### config.mk
export PLATFORM = sky130hd
export DESIGN_NAME = elgamal_encrypt_decrypt_top
export DESIGN_NICKNAME = d
export VERILOG_FILES = /design/src/design/eed_pkg.sv /design/src/design/eed_datapath.sv /design/src/design/eed_control.sv /design/src/design/elgamal_encrypt_decrypt_top.sv
export SDC_FILE = /design/constraint.sdc
export NUM_CORES = 1
export LEC_CHECK = 0
export BUFFER_PORTS_ARGS = -buffer_cell sky130_fd_sc_hd__buf_2
export CAP_MARGIN = 20
export CORE_MARGIN = 4
export CORE_UTILIZATION = 55
export DETAILED_ROUTE_END_ITERATION = 6
export PLACE_DENSITY = 0.75
export SLEW_MARGIN = 40
export SYNTH_ARGS = -nofsm -noshare
export SYNTH_HDL_FRONTEND = slang
export SYNTH_SLANG_ARGS = --single-unit
### constraint.sdc
create_clock -name i_clk -period 6.33 [get_ports i_clk]
set_clock_uncertainty 0.15 [all_clocks]
set_input_delay 1.266 -clock i_clk [delete_from_list [all_inputs] [get_ports i_clk]]
set_output_delay 1.266 -clock i_clk [all_outputs]
set_load 0.01 [all_outputs]
### src/design/eed_pkg.sv
// Shared constants, codes and controller/datapath interface types of the ElGamal engine.
package eed_pkg;

    // Width of every field word on the ports.
    localparam int FIELD_W = 32;

    // Default internal datapath width.
    localparam int WIDTH_DEF = 32;

    // Register reset values.
    localparam logic [FIELD_W-1:0] MODULUS_RST     = 32'd1229;
    localparam logic [FIELD_W-1:0] GENERATOR_RST   = 32'd2;
    localparam logic [FIELD_W-1:0] PRIVATE_KEY_RST = 32'd1097;
    localparam logic [FIELD_W-1:0] PUBLIC_KEY_RST  = 32'd1;

    // Configuration register indexes.
    localparam int CFG_IDX_W = 2;
    localparam logic [CFG_IDX_W-1:0] CFG_MODULUS     = 2'd0;
    localparam logic [CFG_IDX_W-1:0] CFG_GENERATOR   = 2'd1;
    localparam logic [CFG_IDX_W-1:0] CFG_PRIVATE_KEY = 2'd2;
    localparam logic [CFG_IDX_W-1:0] CFG_PUBLIC_KEY  = 2'd3;

    // Command codes of an input word.
    localparam logic CMD_ENCRYPT = 1'b0;
    localparam logic CMD_DECRYPT = 1'b1;

    // Modular multiplication jobs: each fixes operands and destination.
    typedef enum logic [2:0] {
        OP_RED_MSG,
        OP_RED_C2,
        OP_RED_G,
        OP_RED_Y,
        OP_RED_C1,
        OP_POW_MUL,
        OP_POW_SQR,
        OP_FINAL
    } t_op;

    // Controller to datapath.
    typedef struct packed {
        logic mul_start;
        t_op  op;
        logic init_pow;
        logic shift_exp;
        logic save_first;
    } t_cmd;

    // Datapath to controller.
    typedef struct packed {
        logic mul_done;
        logic exp_zero;
        logic exp_lsb;
        logic mod_zero;
        logic is_decrypt;
    } t_stat;

endpackage

### src/design/eed_datapath.sv
// Datapath of the ElGamal engine: registers, operand selection and a shift-and-add modular multiplier.
module eed_datapath #(
    parameter int WIDTH = eed_pkg::WIDTH_DEF
) (
    input  logic                              i_clk,
    input  logic                              i_rst_n,
    input  logic                              i_capture,
    input  logic                              i_command,
    input  logic [eed_pkg::FIELD_W-1:0]       i_message,
    input  logic [eed_pkg::FIELD_W-1:0]       i_nonce,
    input  logic [eed_pkg::FIELD_W-1:0]       i_first_cipher,
    input  logic [eed_pkg::FIELD_W-1:0]       i_second_cipher,
    input  logic                              i_cfg_write,
    input  logic [eed_pkg::CFG_IDX_W-1:0]     i_cfg_index,
    input  logic [eed_pkg::FIELD_W-1:0]       i_cfg_data,
    input  eed_pkg::t_cmd                     i_cmd,
    output eed_pkg::t_stat                    o_stat,
    output logic [eed_pkg::FIELD_W-1:0]       o_first_result,
    output logic [eed_pkg::FIELD_W-1:0]       o_second_result
);

    localparam int CNT_W = $clog2(WIDTH + 1);

    // Configuration registers.
    logic [WIDTH-1:0] r_p, r_g, r_x, r_y;
    // Captured input word.
    logic             r_dec;
    logic [WIDTH-1:0] r_msg, r_nonce, r_c1, r_c2;
    // Working registers.
    logic [WIDTH-1:0] r_m, r_sq, r_pacc, r_exp, r_res0, r_res1;
    // Multiplier state.
    logic [WIDTH-1:0] r_acc, r_ma, r_mb;
    logic [CNT_W-1:0] r_cnt;
    logic             r_ph, r_mbusy, r_mdone;
    eed_pkg::t_op     r_op;

    logic [WIDTH-1:0] one_val, dec_exp, add_y, n_acc, sel_a, sel_b;
    logic [WIDTH:0]   add_sum;
    logic             advance, finish;

    // One reduced modulo p: zero when p is one.
    assign one_val = WIDTH'(r_p != WIDTH'(1));

    // Decrypt exponent p-1-x, saturating at zero when x is not below p.
    assign dec_exp = (r_x < r_p) ? (r_p - WIDTH'(1) - r_x) : '0;

    // Modular add of two reduced values: doubling in phase zero, adding the multiplicand after.
    assign add_y   = r_ph ? r_ma : r_acc;
    assign add_sum = {1'b0, r_acc} + {1'b0, add_y};
    assign n_acc   = (add_sum >= {1'b0, r_p}) ? WIDTH'(add_sum - {1'b0, r_p}) : add_sum[WIDTH-1:0];

    // A multiplier bit is done after doubling when it is clear, or after the add.
    assign advance = r_mbusy && (r_ph || !r_mb[WIDTH-1]);
    assign finish  = advance && (r_cnt == CNT_W'(1));

    // Operand selection per job.
    always_comb begin
        sel_a = one_val;
        sel_b = r_msg;
        unique case (i_cmd.op)
            eed_pkg::OP_RED_MSG: begin sel_a = one_val; sel_b = r_msg; end
            eed_pkg::OP_RED_C2:  begin sel_a = one_val; sel_b = r_c2;  end
            eed_pkg::OP_RED_G:   begin sel_a = one_val; sel_b = r_g;   end
            eed_pkg::OP_RED_Y:   begin sel_a = one_val; sel_b = r_y;   end
            eed_pkg::OP_RED_C1:  begin sel_a = one_val; sel_b = r_c1;  end
            eed_pkg::OP_POW_MUL: begin sel_a = r_pacc;  sel_b = r_sq;  end
            eed_pkg::OP_POW_SQR: begin sel_a = r_sq;    sel_b = r_sq;  end
            eed_pkg::OP_FINAL:   begin sel_a = r_m;     sel_b = r_pacc; end
            default:             begin sel_a = one_val; sel_b = r_msg; end
        endcase
    end

    // Configuration registers and multiplier control.
    always_ff @(posedge i_clk) begin
        if (!i_rst_n) begin
            r_p     <= WIDTH'(eed_pkg::MODULUS_RST);
            r_g     <= WIDTH'(eed_pkg::GENERATOR_RST);
            r_x     <= WIDTH'(eed_pkg::PRIVATE_KEY_RST);
            r_y     <= WIDTH'(eed_pkg::PUBLIC_KEY_RST);
            r_mbusy <= 1'b0;
            r_mdone <= 1'b0;
        end else begin
            if (i_cfg_write) begin
                unique case (i_cfg_index)
                    eed_pkg::CFG_MODULUS:     r_p <= WIDTH'(i_cfg_data);
                    eed_pkg::CFG_GENERATOR:   r_g <= WIDTH'(i_cfg_data);
                    eed_pkg::CFG_PRIVATE_KEY: r_x <= WIDTH'(i_cfg_data);
                    eed_pkg::CFG_PUBLIC_KEY:  r_y <= WIDTH'(i_cfg_data);
                    default: ;
                endcase
            end
            r_mdone <= finish;
            if (i_cmd.mul_start) begin
                r_mbusy <= 1'b1;
            end else if (finish) begin
                r_mbusy <= 1'b0;
            end
        end
    end

    // Multiplier iteration: one modular add per cycle, multiplier bits from the top.
    always_ff @(posedge i_clk) begin
        if (i_cmd.mul_start) begin
            r_acc <= '0;
            r_ma  <= sel_a;
            r_mb  <= sel_b;
            r_cnt <= CNT_W'(WIDTH);
            r_ph  <= 1'b0;
            r_op  <= i_cmd.op;
        end else if (r_mbusy) begin
            r_acc <= n_acc;
            if (advance) begin
                r_ph  <= 1'b0;
                r_mb  <= r_mb << 1;
                r_cnt <= r_cnt - CNT_W'(1);
            end else begin
                r_ph  <= 1'b1;
            end
        end
    end

    // Input capture, exponent handling and product write-back.
    always_ff @(posedge i_clk) begin
        if (i_capture) begin
            r_dec   <= i_command;
            r_msg   <= WIDTH'(i_message);
            r_nonce <= WIDTH'(i_nonce);
            r_c1    <= WIDTH'(i_first_cipher);
            r_c2    <= WIDTH'(i_second_cipher);
            r_res0  <= '0;
            r_res1  <= '0;
        end
        if (i_cmd.init_pow) begin
            r_pacc <= one_val;
            r_exp  <= (r_dec == eed_pkg::CMD_DECRYPT) ? dec_exp : r_nonce;
        end else if (i_cmd.shift_exp) begin
            r_exp  <= r_exp >> 1;
        end
        if (i_cmd.save_first) begin
            r_res0 <= r_pacc;
        end
        if (finish) begin
            unique case (r_op)
                eed_pkg::OP_RED_MSG, eed_pkg::OP_RED_C2: r_m <= n_acc;
                eed_pkg::OP_RED_G, eed_pkg::OP_RED_Y, eed_pkg::OP_RED_C1,
                eed_pkg::OP_POW_SQR: r_sq <= n_acc;
                eed_pkg::OP_POW_MUL: r_pacc <= n_acc;
                eed_pkg::OP_FINAL: begin
                    if (r_dec == eed_pkg::CMD_DECRYPT) begin
                        r_res0 <= n_acc;
                    end else begin
                        r_res1 <= n_acc;
                    end
                end
                default: ;
            endcase
        end
    end

    assign o_stat.mul_done   = r_mdone;
    assign o_stat.exp_zero   = (r_exp == '0);
    assign o_stat.exp_lsb    = r_exp[0];
    assign o_stat.mod_zero   = (r_p == '0);
    assign o_stat.is_decrypt = (r_dec == eed_pkg::CMD_DECRYPT);

    assign o_first_result  = eed_pkg::FIELD_W'(r_res0);
    assign o_second_result = eed_pkg::FIELD_W'(r_res1);

endmodule

### src/design/eed_control.sv
// Sequencer of the ElGamal engine: orders reductions, exponentiations and the final product.
module eed_control (
    input  logic           i_clk,
    input  logic           i_rst_n,
    input  logic           i_accept,
    input  eed_pkg::t_stat i_stat,
    output eed_pkg::t_cmd  o_cmd,
    output logic           o_busy,
    output logic           o_done
);

    typedef enum logic [2:0] {
        S_IDLE,
        S_RED_OPND,
        S_RED_BASE,
        S_POW_GAP,
        S_POW_CHK,
        S_POW_MUL,
        S_POW_SQR,
        S_FINAL
    } t_state;

    t_state        r_state, n_state;
    logic          r_wait, n_wait;
    logic          r_pass, n_pass;
    logic          r_done, n_done;
    eed_pkg::t_cmd r_cmd, n_cmd;

    // Launch a job on entry to a multiply state, then wait for its completion.
    always_comb begin
        n_state = r_state;
        n_wait  = r_wait;
        n_pass  = r_pass;
        n_done  = 1'b0;
        n_cmd   = '0;
        n_cmd.op = eed_pkg::OP_RED_MSG;
        unique case (r_state)
            S_IDLE: begin
                if (i_accept) begin
                    n_pass = 1'b0;
                    if (i_stat.mod_zero) begin
                        n_done = 1'b1;
                    end else begin
                        n_state = S_RED_OPND;
                    end
                end
            end
            S_RED_OPND: begin
                n_cmd.op = i_stat.is_decrypt ? eed_pkg::OP_RED_C2 : eed_pkg::OP_RED_MSG;
                if (!r_wait) begin
                    n_cmd.mul_start = 1'b1;
                    n_wait = 1'b1;
                end else if (i_stat.mul_done) begin
                    n_wait  = 1'b0;
                    n_state = S_RED_BASE;
                end
            end
            S_RED_BASE: begin
                n_cmd.op = i_stat.is_decrypt ? eed_pkg::OP_RED_C1 :
                           (r_pass ? eed_pkg::OP_RED_Y : eed_pkg::OP_RED_G);
                if (!r_wait) begin
                    n_cmd.mul_start = 1'b1;
                    n_wait = 1'b1;
                end else if (i_stat.mul_done) begin
                    n_wait = 1'b0;
                    n_cmd.init_pow = 1'b1;
                    n_state = S_POW_GAP;
                end
            end
            S_POW_GAP: begin
                n_state = S_POW_CHK;
            end
            S_POW_CHK: begin
                if (i_stat.exp_zero) begin
                    if (!i_stat.is_decrypt && !r_pass) begin
                        n_cmd.save_first = 1'b1;
                        n_pass  = 1'b1;
                        n_state = S_RED_BASE;
                    end else begin
                        n_state = S_FINAL;
                    end
                end else if (i_stat.exp_lsb) begin
                    n_state = S_POW_MUL;
                end else begin
                    n_state = S_POW_SQR;
                end
            end
            S_POW_MUL: begin
                n_cmd.op = eed_pkg::OP_POW_MUL;
                if (!r_wait) begin
                    n_cmd.mul_start = 1'b1;
                    n_wait = 1'b1;
                end else if (i_stat.mul_done) begin
                    n_wait  = 1'b0;
                    n_state = S_POW_SQR;
                end
            end
            S_POW_SQR: begin
                n_cmd.op = eed_pkg::OP_POW_SQR;
                if (!r_wait) begin
                    n_cmd.mul_start = 1'b1;
                    n_wait = 1'b1;
                end else if (i_stat.mul_done) begin
                    n_wait = 1'b0;
                    n_cmd.shift_exp = 1'b1;
                    n_state = S_POW_GAP;
                end
            end
            S_FINAL: begin
                n_cmd.op = eed_pkg::OP_FINAL;
                if (!r_wait) begin
                    n_cmd.mul_start = 1'b1;
                    n_wait = 1'b1;
                end else if (i_stat.mul_done) begin
                    n_wait  = 1'b0;
                    n_done  = 1'b1;
                    n_state = S_IDLE;
                end
            end
            default: n_state = S_IDLE;
        endcase
    end

    // State and registered outputs.
    always_ff @(posedge i_clk) begin
        if (!i_rst_n) begin
            r_state <= S_IDLE;
            r_wait  <= 1'b0;
            r_pass  <= 1'b0;
            r_done  <= 1'b0;
            r_cmd   <= '0;
        end else begin
            r_state <= n_state;
            r_wait  <= n_wait;
            r_pass  <= n_pass;
            r_done  <= n_done;
            r_cmd   <= n_cmd;
        end
    end

    assign o_cmd  = r_cmd;
    assign o_busy = (r_state != S_IDLE);
    assign o_done = r_done;

`ifndef SYNTHESIS
    a_done_idle: assert property (@(posedge i_clk) disable iff (!i_rst_n)
        r_done |-> (r_state == S_IDLE)) else $error("result strobe while a word is in work");
    a_done_unsolicited: assert property (@(posedge i_clk) disable iff (!i_rst_n)
        i_stat.mul_done |-> r_wait) else $error("product finished with no job waiting");
    a_idle_no_wait: assert property (@(posedge i_clk) disable iff (!i_rst_n)
        (r_state == S_IDLE) |-> !r_wait) else $error("idle while a job is pending");
    a_start_waits: assert property (@(posedge i_clk) disable iff (!i_rst_n)
        r_cmd.mul_start |-> r_wait) else $error("job launched outside a wait");
`endif

endmodule

### src/design/elgamal_encrypt_decrypt_top.sv
// Top level of the ElGamal engine: sequencer, datapath and configuration port.
//
//  channel   | handshake                 | words
//  ----------+---------------------------+--------------------------------------------
//  input     | i_start, o_busy           | command, message, nonce, ciphers
//  config    | i_cfg_valid, o_cfg_ready  | i_cfg_index, i_cfg_data
//  result    | o_done (one-cycle strobe) | o_first_result, o_second_result
//
// A word is taken when i_start is high and o_busy low; one word is in work at a time.
// Each modular product runs on one shared shift-and-add unit, and each exponent bit also
// passes through the bit checks of the gap and check states of the sequencer.
// Encrypt needs three reductions, two powers over the nonce bits and a final product;
// decrypt needs two reductions, one power over the bits of p-1-x and a final product.
// Reset is synchronous and active low and loads the register defaults; the result strobe
// cannot be held off, and a zero modulus gives a zero result in the cycle after acceptance.
module elgamal_encrypt_decrypt_top #(
    parameter int WIDTH = eed_pkg::WIDTH_DEF
) (
    input  logic                          i_clk,
    input  logic                          i_rst_n,
    input  logic                          i_start,
    output logic                          o_busy,
    input  logic                          i_command,
    input  logic [eed_pkg::FIELD_W-1:0]   i_message,
    input  logic [eed_pkg::FIELD_W-1:0]   i_nonce,
    input  logic [eed_pkg::FIELD_W-1:0]   i_first_cipher,
    input  logic [eed_pkg::FIELD_W-1:0]   i_second_cipher,
    input  logic                          i_cfg_valid,
    output logic                          o_cfg_ready,
    input  logic [eed_pkg::CFG_IDX_W-1:0] i_cfg_index,
    input  logic [eed_pkg::FIELD_W-1:0]   i_cfg_data,
    output logic                          o_done,
    output logic [eed_pkg::FIELD_W-1:0]   o_first_result,
    output logic [eed_pkg::FIELD_W-1:0]   o_second_result
);

    eed_pkg::t_cmd  cmd;
    eed_pkg::t_stat stat;
    logic           accept;

    // Writes must be issued only while idle (not enforced); the port always takes them.
    assign o_cfg_ready = 1'b1;
    assign accept      = i_start && !o_busy;

    eed_control u_control (
        .i_clk    (i_clk),
        .i_rst_n  (i_rst_n),
        .i_accept (accept),
        .i_stat   (stat),
        .o_cmd    (cmd),
        .o_busy   (o_busy),
        .o_done   (o_done)
    );

    eed_datapath #(
        .WIDTH (WIDTH)
    ) u_datapath (
        .i_clk           (i_clk),
        .i_rst_n         (i_rst_n),
        .i_capture       (accept),
        .i_command       (i_command),
        .i_message       (i_message),
        .i_nonce         (i_nonce),
        .i_first_cipher  (i_first_cipher),
        .i_second_cipher (i_second_cipher),
        .i_cfg_write     (i_cfg_valid && o_cfg_ready),
        .i_cfg_index     (i_cfg_index),
        .i_cfg_data      (i_cfg_data),
        .i_cmd           (cmd),
        .o_stat          (stat),
        .o_first_result  (o_first_result),
        .o_second_result (o_second_result)
    );

endmodule

Word-level counts from Yosys, hierarchy flattened
Cells that the tools add are included. W data, S select, Z words.

Logic and storage cells: 174. Register bits after elaboration: 570. Input bits: 167. Output and inout bits: 67.

Reductions and logical operators: 40. Add/subtract/negate cells: 5. $lt $le $gt $ge: 2. Eq/ne operators: 38. Muxes and demuxes: 57.

Operators by type and width (count): $mux W32 (21); $pmux W32 S7 (1); $pmux W32 S4 (1); $logic_not A32 Y1 (2); $sub A32 B32 Y32 (2); $mux W3 (13); $eq A3 B3 Y1 const B (12); $add A32 B32 Y33 (1); $ge A33 B32 Y1 (1); $lt A32 B32 Y1 (1); $ne A32 B1 Y1 const B (1); $sub A32 B1 Y32 const B (1); $pmux W3 S7 (1); $pmux W4 S5 (1); $reduce_and A2 Y1 (10); $eq A3 B2 Y1 const B (6); $ne A2 B1 Y1 const B (9); $mux W1 (16); $reduce_and A10 Y1 (1); $reduce_bool A2 Y1 (5); $reduce_or A5 Y1 (2); $eq A3 B1 Y1 const B (3); $logic_not A3 Y1 (3); $eq A6 B1 Y1 const B (1); 15 further kinds (27).

Logic depth before layout (Yosys ltp)
Gate-level depths: netlist of the first run.

Depth after elaboration: 8. Gate-level depth with buffers: 23. Gate-level depth less buffers: 18.

Modules after synthesis
Synthesis of the first run repeated with hierarchy kept, for this count alone.

Cells, all modules: 2979. Area, all modules: 29049.1 um^2.

Modules (own cells, without submodules): eed_datapath (sequential area each 14073.5 um^2, times used 1, cells each 2908, area each 28404.7 um^2); eed_control (sequential area each 260.2 um^2, times used 1, cells each 68, area each 619.3 um^2); elgamal_encrypt_decrypt_top (sequential area each 0.0 um^2, times used 1, cells each 3, area each 25.0 um^2).

Least setup slack after synthesis of the first run
OpenSTA, ideal clock, no wires.

Path kind: flip-flop to flip-flop. Start: register u_datapath.r_ph. End: register u_datapath.r_m[25], data pin. Arrival: 5473 ps. Clock period less this slack: 5885 ps. Path slack: 445 ps. Library setup time: 262 ps. Cell stages (with the launch flop): 23. Data required time: 5918 ps. Path through: dfxtp_1 -> clkbuf_1 -> clkbuf_1 -> mux2_2 -> ha_1 -> o211ai_1 -> o21ai_0 -> o21a_1 -> o21a_1 -> or4b_2 -> and3_1 -> ha_1 -> buf_2 -> nand2_1 -> o21ai_0 -> o211ai_1 -> a211oi_1 -> o31a_1 -> or3_1 -> buf_6 -> buf_8 -> mux2i_4 -> inv_1.

Longest elaborated chain between the ends: 4. Elaborated cells between the ends (all ways): 5. Those cells by class: add/sub: 2; order compare: 1; mux: 2.

RTL lines: start, declared (line eed_datapath.sv:34) `logic r_ph, r_mbusy, r_mdone;`; start signal, assigned (line eed_datapath.sv:108) `r_ph <= 1'b0;`; start signal, assigned (line eed_datapath.sv:113) `r_ph <= 1'b0;`; start signal, assigned (line eed_datapath.sv:117) `r_ph <= 1'b1;`; $mux W32 (*) (line eed_datapath.sv:48) `assign add_y = r_ph ? r_ma : r_acc;`; $add A32 B32 Y33 (*) (line eed_datapath.sv:49) `assign add_sum = {1'b0, r_acc} + {1'b0, add_y};`; $sub A32 B32 Y32 or $ge A33 B32 Y1 (tied branches) (line eed_datapath.sv:50) `assign n_acc = (add_sum >= {1'b0, r_p}) ? WIDTH'(add_sum - {1'b0, r_p}) : add_sum[WIDTH-1:0];`; $mux W32 (*) (line eed_datapath.sv:50); named net u_datapath.n_acc[25] (line eed_datapath.sv:37) `logic [WIDTH-1:0] one_val, dec_exp, add_y, n_acc, sel_a, sel_b;`; end signal, assigned (line eed_datapath.sv:144) `eed_pkg::OP_RED_MSG, eed_pkg::OP_RED_C2: r_m <= n_acc;`; end, declared (line eed_datapath.sv:30) `logic [WIDTH-1:0] r_m, r_sq, r_pacc, r_exp, r_res0, r_res1;`.

The timed path passes the listed nets; every way through them passes the cells marked *. A chain may end at the register's enable or synchronous reset.

Final worst setup path of the first run
Start: register u_datapath.r_ph. End: register u_datapath.r_m[1], data pin.

Same word-level chain as after synthesis.

==> results_dict.tcl, run 1 <==
set metrics [dict create \
    clk_path_buf_depth 3 \
    clkLatencyLatePin_ps 630 \
    cts_tree "yes" \
    cts.reportedPaths.clkPinSlew_ps 60 \
    syn_avg_cell_area_um2 9.51 \
    syn_area_um2 30000 \
    worstPathRequired_ps 6570 \
    synthArstFlopShare 0 \
    dp.cells 3956 \
    final_cell_mix "392 x nand2_1, 310 x a21oi_1, 292 x edfxtp_1" \
    rows 85 \
    synth_top_area_cell "edfxtp_1" \
    maxCapViolations 0 \
    cts_root_buf "clkbuf_16" \
    htree_levels 2 \
    period_needed_ps 6040 \
    finalPower_mw 21.7 \
    holdWs_ps 301 \
    synth_nets 3455 \
    slew_headroom 0.410 \
    synth_ff_type "edfxtp_1" \
    status "finished, final reports clean" \
    hp-class "reg2reg" \
    ys_top_cells_by_area "edfxtp_1 29%, dfxtp_1 19%, ha_1 5.4%" \
    cts_buffers 58 \
    dp_hpwl_um 72900 \
    final_cells 4071 \
    gp_congestion 0.962 \
    finalCritPeriodShare 0.954 \
    antenna_found_initial 7 \
    detail-route-antenna-nets 0 \
    power_density_nw_per_um2 638 \
    max-vdd-ir-drop_mv 0.476 \
    multi_input_area_um2 14300 \
    hold_viol 0 \
    fillerInstances 4415 \
    area_delta_synth_final_pct 13.3 \
    critPathKind "reg2reg" \
    finalNetCount 3622 \
    wl_um 100000 \
    cts_num_sinks 570 \
    yosysTopAreaCellShare 0.292 \
    grt_first_pass_wirelength_um 148000 \
    drive_above_1_share 0.162 \
    rrSetupSlack_ps 290 \
    vias 25705 \
    synth-seq-area-share 0.477 \
    via_per_inst 6.31 \
    avgRoutedWirePerCell_um 24.6 \
    cp.arrival_ps 6280 \
    firstDrtPassIters 6 \
    mostFrequentLayoutCell "nand2_1" \
    initial_utilization 0.557 \
    port_buffers 232 \
    grt_pass1_vias 24422 \
    die_x_um 242 \
    die_area_um2 58400 \
    end_kind "flop" \
    rsz0062_at_grt "no" \
    drc 0 \
    die_h_um 242 \
    leakage_nw 13.1 \
    crit_path_start_kind "flop" \
    core_area_um2 53900 \
    grt_util_all_layers 0.327 \
    timing.fmax_ghz 0.166 \
    worst_slew_pin_slew_ps 875 \
    postSynthCellCount 3156 \
    setup_violations 0 \
    first_iter_violations 2973 \
    synth-seq-cells 570 \
    synth_cell_type_count 83 \
    regArea_um2 14300 \
    ios 234 \
    grt_max_degree 93 \
    cp_max_fo 33 \
    yosysWarnings 0 \
    synth-edff-count 292 \
    slew_violations 0 \
    grt_overflow 0 \
]
final cells by class:
class / instances / share of cell area
flip-flops and latches: 570 / 0.422
multi-input cells: 2208 / 0.422
repair buffers: 308 / 0.0543
clock buffers: 85 / 0.0489
well taps: 696 / 0.0256
inverters: 177 / 0.0199
clock inverters: 24 / 0.00739
diodes: 3 / 0.000221
cells in the mapped netlist, drive strengths merged, types with 46 or more instances:
| master | count |
|---|---|
| o21ai | 199 |
| a21oi | 316 |
| xnor2 | 46 |
| nand2 | 392 |
| mux2i | 72 |
| mux2 | 69 |
| inv | 177 |
| ha | 129 |
| nor2 | 221 |
| a211oi | 85 |
| edfxtp | 292 |
| dfxtp | 278 |
| clkbuf | 181 |
| nand3 | 91 |
| o211ai | 54 |
path summary, 6_finish.rpt:
path	from	end	cells after the start
max reg2reg	u_datapath.r_ph$_SDFFE_PP0P_	u_datapath.r_m[1]$_DFFE_PP_	19
min reg2reg	u_datapath.r_y[3]$_SDFFE_PN0P_	u_datapath.r_y[3]$_SDFFE_PN0P_	2
max	u_datapath.r_ph$_SDFFE_PP0P_	u_datapath.r_m[1]$_DFFE_PP_	19
min	u_datapath.r_y[3]$_SDFFE_PN0P_	u_datapath.r_y[3]$_SDFFE_PN0P_	2
per-stage QoR:
stage	setup slack [ps]	instance area, um2	util	setup TNS (ps)
3_3_place_gp	82.4	31800	0.591	0
3_5_place_dp	-30.6	31900	0.592	-61.2
5_1_grt	16.5	34000	0.631	0
2_1_floorplan	445	30000	-	0
4_1_cts	57.7	33900	0.628	0
6_report	291	34000	0.631	0
critical path, cell delays in order (launching register included):
cell      delay (ps)
dfxtp_1          400
buf_12           230
mux2_2           360
ha_1             400
a21oi_1          180
o21ai_1          180
or4_1            510
o211ai_1         340
buf_4            180
nand2_1          100
a211oi_4         360
ha_2             390
nand2_1          140
o211ai_1         130
a311oi_1         350
o211ai_1         230
nor3_2           470
mux2i_1          370
buf_4            220
inv_1             70
layer usage:
layer | up-vias | track usage | share of wire
li1 | 11777 | - | -
met1 | 12297 | 0.436 | 0.39
met2 | 1390 | 0.521 | 0.46
met3 | 231 | 0.0702 | 0.10
met4 | 10 | 0.140 | 0.048
met5 | - | 0 | 0.00057
where the power goes:
group | leakage [nW] | internal [mW] | switching, mW
registers | 4.98 | 4.68 | 0.218
clock network | 0.935 | 1.98 | 1.49
logic | 7.17 | 4.93 | 8.40
sequential cells by signal (all words and copies together), names as in the netlist, 3 cells and up:
register                    count
u_datapath.r_p                 32
u_datapath.r_mb                32
u_datapath.r_y                 32
u_control.o_cmd                 7
u_datapath.r_cnt                6
u_datapath.r_sq                32
u_datapath.r_acc               32
u_datapath.r_m                 32
u_datapath.r_nonce             32
u_datapath.r_c2                32
u_datapath.r_pacc              32
u_control.r_state               3
u_datapath.o_second_result     32
u_datapath.o_first_result      32
u_datapath.r_x                 32
u_datapath.r_g                 32
u_datapath.r_op                 3
u_datapath.r_ma                32
u_datapath.r_exp               32
u_datapath.r_c1                32
u_datapath.r_msg               32
timing repair:
| action | CTS | global route |
|---|---|---|
| pin swaps | 0 | 1 |
| setup endpoints to repair | 3 | 174 |
| gates resized for setup | 1 | 21 |
| hold buffers | 0 | 0 |
| buffers inserted | 0 | 1 |
| cloned | 0 | 1 |
cell families (layout without fill, tap and decap cells):
kind of cell,Yosys count,after routing,synth area share
XOR/XNOR,73,73,0.0213
multiplexers,147,147,0.0637
AO/OA/AOI/OAI,921,921,0.193
adder cells (fa/ha/maj),132,132,0.0558
AND/OR/NAND/NOR,934,934,0.140
buffers and inverters,378,594,0.0487
other,1,4,0.000125
flip-flops,570,570,0.477
Power figures use the tool's default switching activity.
==> inputs of run 2 (changes only) <==
Settings changed: BUFFER_PORTS_ARGS -buffer_cell sky130_fd_sc_hd__buf_2 to unset, CORE_UTILIZATION 55 to 58, DONT_BUFFER_PORTS set to 1, PLACE_DENSITY 0.75 to 0.74.
==> run 2 against run 1 <==
Combinational power increased by 3%. Non-clock buffer count fell by 225. Global-route usage increased by 0.18 points. Critical path depth up 1. Final cell count fell by 5.9%. Power increased by 2.6%. Via count shrank 3.1%. Count of clock-buffer cells in the layout shrank 16. Hold slack better by 2.2 ps. Worst setup slack worse by 74 ps. Cell area down 3.0%. Critical endpoint is now u_datapath.o_first_result[3]$_DFF_P_.
==> results_dict.tcl, run 2 (synthesis gave the netlist of run 1 again) <==
set metrics [dict create \
    slew_violations 0 \
    grt_first_pass_wirelength_um 142000 \
    area_delta_synth_final_pct 9.85 \
    critPathKind "reg2reg" \
    end_kind "flop" \
    core_area_um2 51300 \
    preCtsSetupSlack_ps 115 \
    ios 234 \
    cts_tree "yes" \
    period_needed_ps 6110 \
    leakage_nw 12.2 \
    power_density_nw_per_um2 676 \
    setup_slack_ps 217 \
    die_area_um2 55500 \
    firstDrtPassIters 6 \
    slew_headroom 0.383 \
    die_x_um 236 \
    clk_path_buf_depth 3 \
    rows 83 \
    hold_viol 0 \
    worst_slew_pin_slew_ps 917 \
    vias 24917 \
    via_per_inst 6.51 \
    mostFrequentLayoutCell "nand2_1" \
    hp-class "reg2reg" \
    grt_overflow 0 \
    drive_above_1_share 0.103 \
    wl_um 96500 \
    multi_input_area_um2 14300 \
    fillerInstances 4152 \
    finalCritPeriodShare 0.966 \
    gp_congestion 0.940 \
    clkLatencyLatePin_ps 650 \
    grt_max_degree 94 \
    die_h_um 236 \
    avgRoutedWirePerCell_um 25.2 \
    max-vdd-ir-drop_mv 0.504 \
    status "finished, final reports clean" \
    port_buffers 0 \
    setup_violations 0 \
    timing.fmax_ghz 0.164 \
    maxCapViolations 0 \
    grt_util_all_layers 0.329 \
    worstPathRequired_ps 6680 \
    antenna_found_initial 4 \
    cts.reportedPaths.clkPinSlew_ps 60 \
    cts_num_sinks 570 \
    regArea_um2 14400 \
    initial_utilization 0.585 \
    crit_path_start_kind "flop" \
    final_cell_mix "392 x nand2_1, 314 x a21oi_1, 292 x edfxtp_1" \
    hold_buffers 0 \
    cp.arrival_ps 6470 \
    htree_levels 2 \
    cts_root_buf "clkbuf_16" \
    cp_max_fo 17 \
    grt_pass1_vias 23305 \
    finalNetCount 3397 \
    setup_tns_ps 0 \
    detail-route-antenna-nets 0 \
    cts_buffers 58 \
    dp_hpwl_um 70100 \
    first_iter_violations 2918 \
    finalPower_mw 22.3 \
    drc 0 \
]
-- run 2: cell count changes in the layout (fill, tap and decap cells not counted), sizes merged --
cell,delta
buf,-227
clkinv,+12
bufinv,+4
clkbuf,-14
-- run 2: worst paths after layout --
path	startpoint	to	slack [ps]	cells after the start
setup / recovery	u_datapath.r_ph$_SDFFE_PP0P_	u_datapath.o_first_result[3]$_DFF_P_	220	20
hold / removal	u_datapath.r_g[26]$_SDFFE_PN0P_	u_datapath.r_g[26]$_SDFFE_PN0P_	300	2
setup reg to reg	u_datapath.r_ph$_SDFFE_PP0P_	u_datapath.o_first_result[3]$_DFF_P_	220	20
hold reg to reg	u_datapath.r_g[26]$_SDFFE_PN0P_	u_datapath.r_g[26]$_SDFFE_PN0P_	300	2
-- run 2: layout make-up --
cell class | count | area share
Antenna cell | 3 | 0.000228
Tap cell | 680 | 0.0258
Timing Repair Buffer | 83 | 0.0222
Clock inverter | 40 | 0.0140
Sequential cell | 570 | 0.435
Multi-Input combinational cell | 2208 | 0.433
Clock buffer | 69 | 0.0487
Inverter | 177 | 0.0204
-- run 2: where the power goes --
part           internal, mW  switching [mW]
Combinational          5.19            8.50
Clock                  2.15            1.54
Sequential             4.69           0.219
Total                  12.0            10.3
-- run 2: layer usage --
metal	up-vias	part of all wire	GRT usage
li1	11325	-	-
met1	12068	0.39	0.435
met2	1329	0.46	0.532
met3	195	0.11	0.0869
met4	0	0.036	0.107
met5	-	0	0
-- run 2: repair_timing --
item	in CTS	in global routing
gates resized for setup	0	9
setup endpoints to repair	0	170
buffers inserted	0	10
-- run 2: worst max-delay path, cell delays in order (launching register included) --
cell and delay (ps):
dfxtp_2 440, buf_12 200, mux2_2 340, ha_1 380, a21oi_4 240, nor2b_1 60
or4_1 520, o211ai_1 420, a21boi_0 190, or3_1 370, and2_1 180, ha_1 360
nand3_1 190, nor4_2 370, nand4_1 180, o211ai_1 250, or3_4 280, buf_6 220
mux2i_4 390, buf_4 180, a21oi_1 60
-- run 2: stage by stage --
step	instance area [um2]	hold slack, ps	utilization	std cells
global placement	30700	289	0.598	3704
global route	33000	320	0.643	3828
floorplan	30000	256	-	3156
CTS	32700	305	0.638	3813
detailed placement	30700	296	0.598	3704
finish	33000	304	0.643	3830
